$ cat src/rtl/uwl_pkg.sv
`timescale 1ns / 1ps
`default_nettype none
// ----------------------------------------------------------------------------
// Whitelist package
// Shared constants, codes and types of the mixed-width card ID whitelist.
// ----------------------------------------------------------------------------
package uwl_pkg;

  localparam int UID_W       = 56;
  localparam int SHORT_W     = 32;
  localparam int SLOTS       = 7;
  localparam int SHORT_SLOTS = 7;
  localparam int LONG_SLOTS  = 4;
  localparam int MAX_BLOCKS  = 32;
  localparam int DEF_BLOCKS  = 32;
  localparam int ROW_W       = SLOTS * UID_W;

  typedef logic [SLOTS-1:0][UID_W-1:0] row_t;

  typedef enum logic [1:0] {
    ACT_REGISTER = 2'd0,
    ACT_LOOKUP   = 2'd1,
    ACT_CLEAR    = 2'd2,
    ACT_UNUSED   = 2'd3
  } action_t;

  typedef enum logic [2:0] {
    STS_STORED    = 3'd0,
    STS_PRESENT   = 3'd1,
    STS_MASTER    = 3'd2,
    STS_FULL      = 3'd3,
    STS_ZERO      = 3'd4,
    STS_FOUND     = 3'd5,
    STS_NOT_FOUND = 3'd6,
    STS_CLEARED   = 3'd7
  } status_t;

  typedef struct packed {
    logic       hit;
    logic [2:0] hit_slot;
    logic       free;
    logic [2:0] free_slot;
  } row_info_t;

endpackage
`default_nettype wire

$ cat src/rtl/uwl_row_check.sv
`timescale 1ns / 1ps
`default_nettype none
// ----------------------------------------------------------------------------
// Whitelist row check
// Finds the first matching slot and the first empty slot of one block row (long IDs: first LONG_SLOTS only).
// ----------------------------------------------------------------------------
module uwl_row_check (
  input  wire uwl_pkg::row_t                row,
  input  wire logic [uwl_pkg::UID_W-1:0]    key,
  input  wire logic                         is_long,
  output      uwl_pkg::row_info_t           info
);
  import uwl_pkg::*;

  always_comb begin
    info = '0;
    for (int s = SLOTS - 1; s >= 0; s--) begin
      if (s < LONG_SLOTS || !is_long) begin
        if (row[s] == key) begin
          info.hit      = 1'b1;
          info.hit_slot = 3'(s);
        end
        if (row[s] == '0) begin
          info.free      = 1'b1;
          info.free_slot = 3'(s);
        end
      end
    end
  end

endmodule
`default_nettype wire

$ cat config.mk
export PLATFORM = sky130hd
export DESIGN_NAME = uwl_row_check
export DESIGN_NICKNAME = d
export VERILOG_FILES = /design/src/rtl/uwl_pkg.sv /design/src/rtl/uwl_row_check.sv
export SDC_FILE = /design/constraint.sdc
export NUM_CORES = 1
export LEC_CHECK = 0
export BUFFER_PORTS_ARGS = -buffer_cell sky130_fd_sc_hd__buf_2
export CAP_MARGIN = 10
export CORE_AREA = 2 2 178 180
export DETAILED_ROUTE_END_ITERATION = 10
export DIE_AREA = 0 0 180 182
export PLACE_DENSITY = 0.5
export SYNTH_ARGS = -nofsm -noshare
export SYNTH_HDL_FRONTEND = slang
export SYNTH_SLANG_ARGS = --single-unit
$ cat constraint.sdc
create_clock -name vclk -period 4.35
set_input_delay 0.2175 -clock vclk [all_inputs]
set_output_delay 0.2175 -clock vclk [all_outputs]
set_load 0.01 [all_outputs]
==> Word-level counts from Yosys, hierarchy flattened <==
Index checks and enable logic that the tools add are counted.
Widths: inputs -> output; s select.
{ "word_totals": {"ramBits": 0, "out_inout_bits": 8, "input_bits": 449, "romBits": 0, "memories": 0, "reg_bits": 0, "elab_cells": 31, "latchBits": 0} }
{ "op_classes": {"order_cmp": 0, "eq_ne": 7, "reduce_logical": 7, "multipliers": 0, "n_div": 0, "shifts": 0, "mux": 17, "addsub": 0, "bitwise": 0} }
{ "op_table": {"columns": ["op", "n"], "rows": [
  ["$eq 56x56->1", 7],
  ["$logic_not 56->1", 7],
  ["$mux 4", 14],
  ["$mux 8", 3]
]} }

==> Longest topological paths before layout <==
{ "depth": {"depth_word": 11, "ltp_mapped": 8, "depth_no_buf": 7} }

==> Worst setup path before layout <==
OpenSTA, ideal clock, no wires.
{ "synth_timing": {"path_type": "input port to output port", "from": "input key[52] (netlist name)", "to": "output info[6] (netlist name)", "setup_slack_ps": 2387, "arrival_time_ps": 1745, "required_time_ps": 4133, "stages": 7, "path_buffers": 1, "path_cell_list": "buf_2 > xor2_1 > nor4_1 > o2111ai_1 > or4_1 > a21o_1 > nor2_1"} }
{ "synth_lines": {"columns": ["element", "line_no", "rtl"], "rows": [
  ["start: declaration", "uwl_row_check.sv:9", "input wire logic [uwl_pkg::UID_W-1:0] key,"],
  ["end: declaration", "uwl_row_check.sv:11", "output uwl_pkg::row_info_t info"]
]} }

==> impl_metrics.toml <==
[status]
status = "finished clean"

[critical_path]
slowest_delay_ns = 0.59
cp-startpoint = "key[55]"
crit_path_end = "info[4]"
critPathKind = "primary input to output pin"
required_ns = 4.13
worstSetupEndpointType = "output pin"
critPathSlowestCell = "o41ai_1"
startpoint_type = "primary input"
worst_path_most_repeated_cell = "buf_2"
worstPathArrival_ns = 2.89
cp_max_fo = 7
crit_chain = "buf_2 > xnor2_1 > nand4_1 > nor4_1 > nand2_1 > o41ai_1 > a21oi_1 > nor2_1 > buf_2"

[global_route]
first_global_vias = 8897
antenna_found_initial = 4
grt_pass1_wl_microns = 68900
grt_max_degree = 9
use_met3 = 0.0868
use_met1 = 0.364
grt_util_met2 = 0.510
grt_use_total = 0.302
grt-busiest-layer = "met2"
gr-total-overflow = 0

[finish]
layout_commonest_cell = "buf_2"
seq_cells = 0
final_nets = 1610
num-clock-buffers = 0
postLayoutCellArea_sq_mm = 0.00810
regArea_sq_um = 0
area_growth_pct = 43.9
layout_common_cells = "buf_2, xor2_1, nor4_1"
drive_above_1_share = 0.407

[synthesis]
synth_cells = 756
synth_warnings = 0
syn_nets = 1205
netlist_area_sq_mm = 0.00563
ys_seq_area_frac = 0
syn_area_per_cell_sq_um = 7.45
synth.distinct_cells = 37

[place]
routabilityCongestion = 0.967
placed_cell_area_sq_mm = 0.00809
hpwl_microns = 42800
pre_cts_ws_ns = 1.27
io_buffer_count = 457

[timing]
timing.final.crit_share = 0.714
max-slew-margin-rel = 0.278
timing.final.ws_setup_ns = 1.24
setup_viol_count_final = 0
rsz0062_at_grt = "false"
period_minus_slack_ns = 3.11
clock.fmax_ghz = 0.322
maxSlewViolCount = 0
finalHoldViolations = 0
tightest_slew_ns = 1.07
setup_tns_ns = 0

[cts]
post_cts_buffers = 0
holdBufCountCts = 0
cts-resized-gates = 0

[routing]
wl_per_cell_microns = 33.4
drc = 0
drtPass1Iterations = 7
vias = 8321
drt-total-wl_microns = 52300
via_per_inst = 5.32
drt-initial-drc-count = 948
ant_nets = 0

[power_and_ir_drop]
ir_drop_mv = 0.0374
p_leak_nw = 3.35
power_mw = 0.913
p_per_area_mw_per_mm2 = 113

[die]
io_pins = 457
die_area_sq_mm = 0.0328
die_w_microns = 180
start_util = 0.182
num_rows = 65
die_y_microns = 182
core_sq_mm = 0.0310

[run]
drv_cap = 0

[min_path]
hp-class = "primary input to output pin"
hp-start = "row[21]"
-- through the flow --
step | utilization | hold WS (ns) | std cells
global route | 0.261 | 0.979 | 1563
detailed placement | 0.261 | 0.960 | 1561
finish | 0.262 | 0.978 | 1565
CTS | 0.261 | 0.962 | 1561
floorplan | - | 0.575 | 756
global placement | 0.261 | 0.957 | 1561
-- cell usage after synthesis, drive strengths merged, types with 3 or more instances --
cell / n / area share
xor2: 218 / 0.34
nand4: 75 / 0.083
nand2b: 3 / 0.0033
a21oi: 3 / 0.0033
xnor2: 160 / 0.25
nand3: 3 / 0.0027
o22ai: 5 / 0.0056
buf: 55 / 0.059
nor2: 10 / 0.0067
nor3: 3 / 0.0027
o2bb2ai: 3 / 0.0047
nor4: 172 / 0.20
inv: 14 / 0.0098
nand2: 13 / 0.0087
-- how the worst min path moves through the flow --
| stage | end | slack, ns | depth (start not counted) |
|---|---|---|---|
| after floorplan | info[6] | 0.58 | 2 |
| after global placement | info[6] | 0.96 | 4 |
| after detailed placement | info[6] | 0.96 | 4 |
| after CTS | info[6] | 0.96 | 4 |
| after global routing | info[6] | 0.98 | 4 |
| final | info[0] | 0.98 | 6 |
-- cells by family (layout without fill, tap and decap cells) --
logic type | after synthesis | in the layout | synth area share
buffers and inverters | 72 | 475 | 0.0731
other | 0 | 4 | 0
and+or+nand+nor | 284 | 284 | 0.309
xor gates and xnor gates | 378 | 378 | 0.588
AOI/OAI and AO/OA | 22 | 22 | 0.0298
-- critical path, delay by kind of cell --
kind            cells  cell delay, ns
simple gates        4            1.09
compound gates      2            0.75
buf+inv             2            0.60
xor+xnor            1            0.20
-- area by class of cell --
class | instances | area [sq um]
inverters | 16 | 63.8
diodes | 4 | 10.0
multi-input cells | 684 | 5230
well taps | 402 | 503
repair buffers | 459 | 2300
fillers | 3524 | 22900
-- routing by layer --
layer,routed length [microns],vias up,part of all wire
li1,-,3574,-
met1,20400,3942,0.39
met2,24000,683,0.46
met3,5600,120,0.11
met4,2280,2,0.044
met5,7,-,0.00013
-- where the power goes --
part	internal [mW]	leakage, nW	total (mW)	switching [mW]
Sequential	0	0	0	0
Clock	0.000000123	0.0000254	0.000000123	0
Combinational	0.357	3.35	0.913	0.556
No activity file was read; power rests on OpenSTA's default activity.
